## src/sv/dcp_ram.sv

```systemverilog
// generic simple dual port ram with registered read
module dcp_ram #(
    parameter int WIDTH = 8,
    parameter int DEPTH = 256,
    parameter int AW    = $clog2(DEPTH)
) (
    input  logic             i_clk,
    input  logic             i_we,
    input  logic [AW-1:0]    i_waddr,
    input  logic [WIDTH-1:0] i_wdata,
    input  logic             i_re,
    input  logic [AW-1:0]    i_raddr,
    output logic [WIDTH-1:0] o_rdata
);

    logic [WIDTH-1:0] r_mem [DEPTH];
    logic [WIDTH-1:0] r_rdata;

    // write port
    always_ff @(posedge i_clk) begin
        if (i_we) begin
            r_mem[i_waddr] <= i_wdata;
        end
    end

    // registered read port
    always_ff @(posedge i_clk) begin
        if (i_re) begin
            r_rdata <= r_mem[i_raddr];
        end
    end

    assign o_rdata = r_rdata;

endmodule

```

## config.mk

```make
export PLATFORM = sky130hd
export DESIGN_NAME = dcp_ram
export DESIGN_NICKNAME = d
export VERILOG_FILES = /design/src/sv/dcp_ram.sv
export SDC_FILE = /design/constraint.sdc
export NUM_CORES = 2
export LEC_CHECK = 0
export BUFFER_PORTS_ARGS = -buffer_cell sky130_fd_sc_hd__clkbuf_2
export CAP_MARGIN = 10
export CELL_PAD_IN_SITES_DETAIL_PLACEMENT = 1
export CELL_PAD_IN_SITES_GLOBAL_PLACEMENT = 1
export CORE_MARGIN = 2
export CORE_UTILIZATION = 56
export CTS_CLUSTER_DIAMETER = 30
export DETAILED_ROUTE_END_ITERATION = 6
export PLACE_DENSITY_LB_ADDON = 0.1
export SLEW_MARGIN = 15
export SYNTH_ARGS = -nofsm -noshare
export SYNTH_HDL_FRONTEND = slang
export SYNTH_SLANG_ARGS = --single-unit
```

## constraint.sdc

```tcl
create_clock -name i_clk -period 3.1 [get_ports i_clk]
set_input_delay 0.31 -clock i_clk [delete_from_list [all_inputs] [get_ports i_clk]]
set_output_delay 0.31 -clock i_clk [all_outputs]
set_load 0.01 [all_outputs]
```

Word-level counts from Yosys, hierarchy flattened:

Memory sizes are Yosys's and may differ from the RTL's. A register that Yosys moved wholly into a read port is not among the register bits.
Cells that the tools add are included.

* register bits after elaboration: 0
* latch bits: 0
* RAM bits: 2048
* bits in read-only memories: 0
* input bits: 27
* output and inout bits: 8
* word-level logic and storage cells: 3
* memories: 1

* add/subtract/negate cells: 0
* multiply operators: 0
* divide/modulo/power cells: 0
* $lt $le $gt $ge: 0
* eq/ne operators: 0
* shift operators: 0
* mux-type cells: 2
* bitwise logic cells: 0
* reduce and logical (&&, ||, !) cells: 0

Memories
* r_mem: depth 256, bits a word 8, read ports 1, clocked after Yosys merged registers in 1, wr ports 1, line 16 `logic [WIDTH-1:0] r_mem [DEPTH];`

Operators with widths (number)
* 1-bit 2-to-1 mux: 2

Depth between registers and ports, before layout:

* depth after elaboration: 2
* depth in mapped cells: 11
* mapped depth without buffers: 6

Worst setup path before layout:

No wires, ideal clock.

* kind: in2reg
* start: in i_raddr[0]
* end: reg r_rdata[2], in the netlist o_rdata[2] (read register of r_mem), data pin
* library setup time: 0.269 ns
* data arrival time: 2.117 ns
* data required time: 2.831 ns
* path slack: 0.714 ns
* stages on the path: 9
* path buffers: 4
* cell sequence: buf_6 buf_12 buf_8 buf_2 mux4_2 a22oi_1 a21oi_1 nor4_1 nor4_2

RTL lines
* from (decl): line 12 `input logic [AW-1:0] i_raddr,`
* to (decl): line 17 `logic [WIDTH-1:0] r_rdata;`

==> impl_metrics.prom <==
# TYPE chip_impl_metric gauge
chip_impl_metric{name="first_global_vias",unit=""} 47463
chip_impl_metric{name="yosysSeqAreaShare",unit="%"} 77.5
chip_impl_metric{name="timing.clock.skew",unit="ns"} 0.0489
chip_impl_info{name="yosys_most_used_dff",value="sky130_fd_sc_hd__edfxtp_1"} 1
chip_impl_metric{name="antenna_found_initial",unit=""} 14
chip_impl_info{name="timing_worst_setup_path_type",value="input pin to flop"} 1
chip_impl_info{name="cp_top_family",value="simple AND/OR/NAND/NOR gates"} 1
chip_impl_info{name="cts_root_buffer",value="sky130_fd_sc_hd__clkbuf_16"} 1
chip_impl_metric{name="arrival_time_at_the_worst_endpoint",unit="ns"} 3.68
chip_impl_metric{name="syn_inst",unit=""} 3733
chip_impl_metric{name="synthDistinctLibCells",unit=""} 54
chip_impl_metric{name="maxSlewHeadroom",unit="%"} 19.1
chip_impl_metric{name="layout.core_utilization",unit="%"} 70.3
chip_impl_info{name="worst_setup_path_end_kind",value="flop"} 1
chip_impl_metric{name="tritoncts_num_sinks",unit=""} 2056
chip_impl_metric{name="maximum_number_of_pins_on_one_net_before_global_route_repair",unit=""} 129
chip_impl_metric{name="routed_via_density",unit=""} 6.61
chip_impl_metric{name="via_count",unit=""} 44144
chip_impl_metric{name="residual_drc_count",unit=""} 0
chip_impl_metric{name="p_int",unit="mW"} 62.2
chip_impl_metric{name="number_of_buffers_added_by_the_clock_tree_synthesis_step",unit=""} 408
chip_impl_metric{name="wire_length_of_the_first_global_routing_pass",unit="microns"} 349000
chip_impl_metric{name="final.min_clock_period",unit="ns"} 2.94
chip_impl_metric{name="switching_power_as_a_share_of_total_power",unit="%"} 21.5
chip_impl_metric{name="cp.required",unit="ns"} 3.83
chip_impl_metric{name="core_area",unit="sq um"} 141000
chip_impl_metric{name="final_min_period_over_clock_period",unit="%"} 94.9
chip_impl_metric{name="gp_routability_congestion",unit=""} 0.867
chip_impl_metric{name="worstSkewPairLatency",unit="ns"} 0.95
chip_impl_info{name="slowest_stage_cell_crit_path",value="sky130_fd_sc_hd__nor3_1"} 1
chip_impl_metric{name="detail-route-antenna-nets",unit=""} 0
chip_impl_info{name="synth.top_cells.by_area",value="sky130_fd_sc_hd__edfxtp_1 78%, sky130_fd_sc_hd__mux4_2 13%, sky130_fd_sc_hd__mux2i_1 1.7%"} 1
chip_impl_info{name="crit_path_top_cell_by_count",value="sky130_fd_sc_hd__buf_4"} 1
chip_impl_metric{name="hold_violations",unit=""} 0
chip_impl_info{name="rsz0062_at_grt",value="false"} 1
chip_impl_metric{name="whs",unit="ns"} 0.102
chip_impl_metric{name="route.final.wire_length",unit="microns"} 240000
chip_impl_metric{name="nets",unit=""} 4485
chip_impl_metric{name="die_x",unit="microns"} 381
chip_impl_metric{name="pwr-share-seq",unit="%"} 38.9
chip_impl_metric{name="syn-num-nets",unit=""} 3760
chip_impl_metric{name="cts_setup_buffers",unit=""} 0
chip_impl_metric{name="drv.max_cap_violation_count",unit=""} 0
chip_impl_metric{name="die_h",unit="microns"} 381
chip_impl_metric{name="pins_over_their_slew_limit",unit=""} 0
chip_impl_metric{name="grt_usage",unit="%"} 33.8
chip_impl_metric{name="die_area",unit="sq um"} 145000
chip_impl_metric{name="placed_cells",unit=""} 5930
chip_impl_info{name="status",value="complete, no violations"} 1
chip_impl_metric{name="setup_viol",unit=""} 0
chip_impl_metric{name="final_layout_size_suffix_gt1_share",unit="%"} 34.5
chip_impl_metric{name="syn-mean-instance-area",unit="sq um"} 21.3
chip_impl_metric{name="synth.cell_area",unit="sq um"} 79600
chip_impl_metric{name="vdd_ir_drop_max",unit="uV"} 625
chip_impl_metric{name="p_switching",unit="mW"} 17.0
chip_impl_metric{name="syn2layout_area_growth",unit="%"} 24.9
chip_impl_metric{name="drtPass1Iterations",unit=""} 6
chip_impl_info{name="class_of_the_tightest_hold_or_removal_check",value="input pin to flop"} 1
chip_impl_metric{name="final_cells",unit=""} 6679
chip_impl_metric{name="clkTransAtPathRegs",unit="ns"} 0.05
chip_impl_metric{name="hpwl",unit="microns"} 140000
chip_impl_metric{name="synthDominantCellAreaShare",unit="%"} 77.5
chip_impl_info{name="tritoncts",value="built"} 1
chip_impl_metric{name="path_buf_inv",unit=""} 5
chip_impl_metric{name="first_drt_iteration_drcs",unit=""} 5275
chip_impl_metric{name="path_max_fanout",unit=""} 16
chip_impl_metric{name="yosys_register_bits",unit=""} 2056
chip_impl_metric{name="clock_tree.buffer_depth",unit=""} 4
chip_impl_metric{name="total_number_of_h_tree_levels",unit=""} 5
chip_impl_info{name="kind_of_start_point_of_the_critical_path",value="input pin"} 1
chip_impl_metric{name="pwr-share-comb",unit="%"} 4.0
chip_impl_metric{name="clock_power_share",unit="%"} 57.2
chip_impl_metric{name="wl_per_cell",unit="microns"} 36.0
chip_impl_metric{name="design.portCount",unit=""} 35
chip_impl_metric{name="timing.critical_path.slowest_cell_delay",unit="ns"} 0.70
chip_impl_metric{name="grt-ovfl-total",unit=""} 0
chip_impl_metric{name="initial_utilization",unit="%"} 56.3
chip_impl_metric{name="cts.repair.resized",unit=""} 0
chip_impl_metric{name="io_buffers",unit=""} 34
chip_impl_metric{name="power_density",unit="nW/um^2"} 796
chip_impl_info{name="timing.critical_path.cells",value="buf_4, buf_4, nand2_1, buf_12, o221ai_1, a21oi_1, nor3_1, buf_4, nor4_1, buf_4, nor4_1"} 1
chip_impl_metric{name="worst-slew-pin-transition",unit="ns"} 1.20
chip_impl_info{name="synth_top_area_cell",value="sky130_fd_sc_hd__edfxtp_1"} 1
chip_impl_metric{name="synth.yosys.warnings",unit=""} 0
chip_impl_metric{name="synth-edff-count",unit=""} 2056
chip_impl_metric{name="proportion_of_synthesized_flip_flops_having_asynchronous_set_or_reset",unit="%"} 0
chip_impl_metric{name="rows",unit=""} 138
chip_impl_metric{name="static-leakage-power",unit="nW"} 33.0
chip_impl_metric{name="max_clock_freq",unit="MHz"} 340
chip_impl_metric{name="design_power_total",unit="mW"} 79.2
[worst reg2reg max path, delay by kind of cell, from the launching register on]
family,cells,cell delay (ns)
AO/OA/AOI/OAI,3,0.71
flip-flops,1,0.40
multiplexers,1,0.48
AND/OR/NAND/NOR,2,0.93
[synthesized netlist by cell type, types with 13 or more instances]
cell type,count
sky130_fd_sc_hd__o22ai_1,28
sky130_fd_sc_hd__buf_2,31
sky130_fd_sc_hd__buf_6,21
sky130_fd_sc_hd__a211oi_1,16
sky130_fd_sc_hd__mux4_2,454
sky130_fd_sc_hd__a22oi_1,133
sky130_fd_sc_hd__mux2i_1,134
sky130_fd_sc_hd__nand3_1,34
sky130_fd_sc_hd__nor3_1,22
sky130_fd_sc_hd__clkbuf_1,111
sky130_fd_sc_hd__nor2_1,282
sky130_fd_sc_hd__edfxtp_1,2056
sky130_fd_sc_hd__buf_8,13
sky130_fd_sc_hd__buf_1,22
sky130_fd_sc_hd__a221oi_1,13
sky130_fd_sc_hd__nand2_1,33
sky130_fd_sc_hd__a21oi_1,96
sky130_fd_sc_hd__nor4_1,24
sky130_fd_sc_hd__nor2b_1,31
sky130_fd_sc_hd__o221ai_1,46
sky130_fd_sc_hd__buf_4,27
[per-stage QoR]
stage	TNS [ns]	cell area, sq um	setup WS, ns
floorplan	0	79600	0.714
global placement	-1.92	85300	-0.439
detailed placement	-2.29	85300	-0.495
CTS	0	99500	0.304
global route	0	99500	0.0432
finish	0	99500	0.158
[kinds of logic after synthesis]
family | count (synthesis) | synth area share, %
muxes | 591 | 14.6
and+or+nand+nor | 466 | 2.63
DFF | 2056 | 77.5
buffers and inverters | 235 | 1.83
AOI/OAI and AO/OA | 385 | 3.42
[power groups by stage]
stage	registers (mW)	logic, mW	clock network [mW]
6_report	30.8	3.15	45.3
5_1_grt	30.7	3.27	46.7
4_1_cts	30.8	3.13	45.6
3_5_place_dp	31.3	3.04	0
3_3_place_gp	31.3	2.92	0
2_1_floorplan	31.3	1.49	0
[flip-flops by register name, summed over array words and instances, names as in the netlist]
register	count
o_rdata	8
r_mem	2048
[final timing paths]
path,depth (start not counted),start,slack [ns],to
worst min-delay path,1,i_wdata[2],0.10,r_mem[46][2]
worst max-delay path,11,i_raddr[2],0.16,o_rdata[4]
worst min register to register,5,r_mem[193][0],1.27,o_rdata[0]
worst max register to register,6,r_mem[82][6],0.27,o_rdata[6]
[metal layers]
layer / wire length [microns] / GRT usage (%) / vias to the layer above
met1: 89600 / 45.1 / 23514
met3: 22500 / 7.77 / 512
li1: - / - / 17348
met2: 118000 / 54.0 / 2760
met4: 9970 / 14.3 / 10
met5: 68 / 0 / -
[cells in the final DEF (no fill, tap or decap), types with 40 or more instances in the layout]
cell / Yosys / routed
sky130_fd_sc_hd__bufinv_16: 0 / 69
sky130_fd_sc_hd__clkinv_1: 1 / 56
sky130_fd_sc_hd__o221ai_1: 46 / 46
sky130_fd_sc_hd__mux4_2: 454 / 454
sky130_fd_sc_hd__edfxtp_1: 2056 / 2056
sky130_fd_sc_hd__a21oi_1: 96 / 96
sky130_fd_sc_hd__nor2_1: 282 / 279
sky130_fd_sc_hd__buf_4: 27 / 453
sky130_fd_sc_hd__clkbuf_1: 111 / 40
sky130_fd_sc_hd__clkinvlp_4: 0 / 48
sky130_fd_sc_hd__clkbuf_16: 0 / 418
sky130_fd_sc_hd__a22oi_1: 133 / 133
sky130_fd_sc_hd__mux2i_1: 134 / 134
sky130_fd_sc_hd__buf_12: 8 / 55
[cell type report]
class | count | area [sq um]
Antenna cell | 9 | 22.5
Timing Repair Buffer | 548 | 4830
Clock inverter | 274 | 3430
Tap cell | 1890 | 2360
Clock buffer | 458 | 10600
Inverter | 2 | 7.51
Multi-Input combinational cell | 1442 | 16500
Fill cell | 10826 | 41900
Sequential cell | 2056 | 61700
[what timing repair did]
action,in CTS,in global routing
endpoints found under the setup margin,0,0
hold buffers,8,0
hold endpoints to repair,192,0
(Power assumes the default switching activity.)
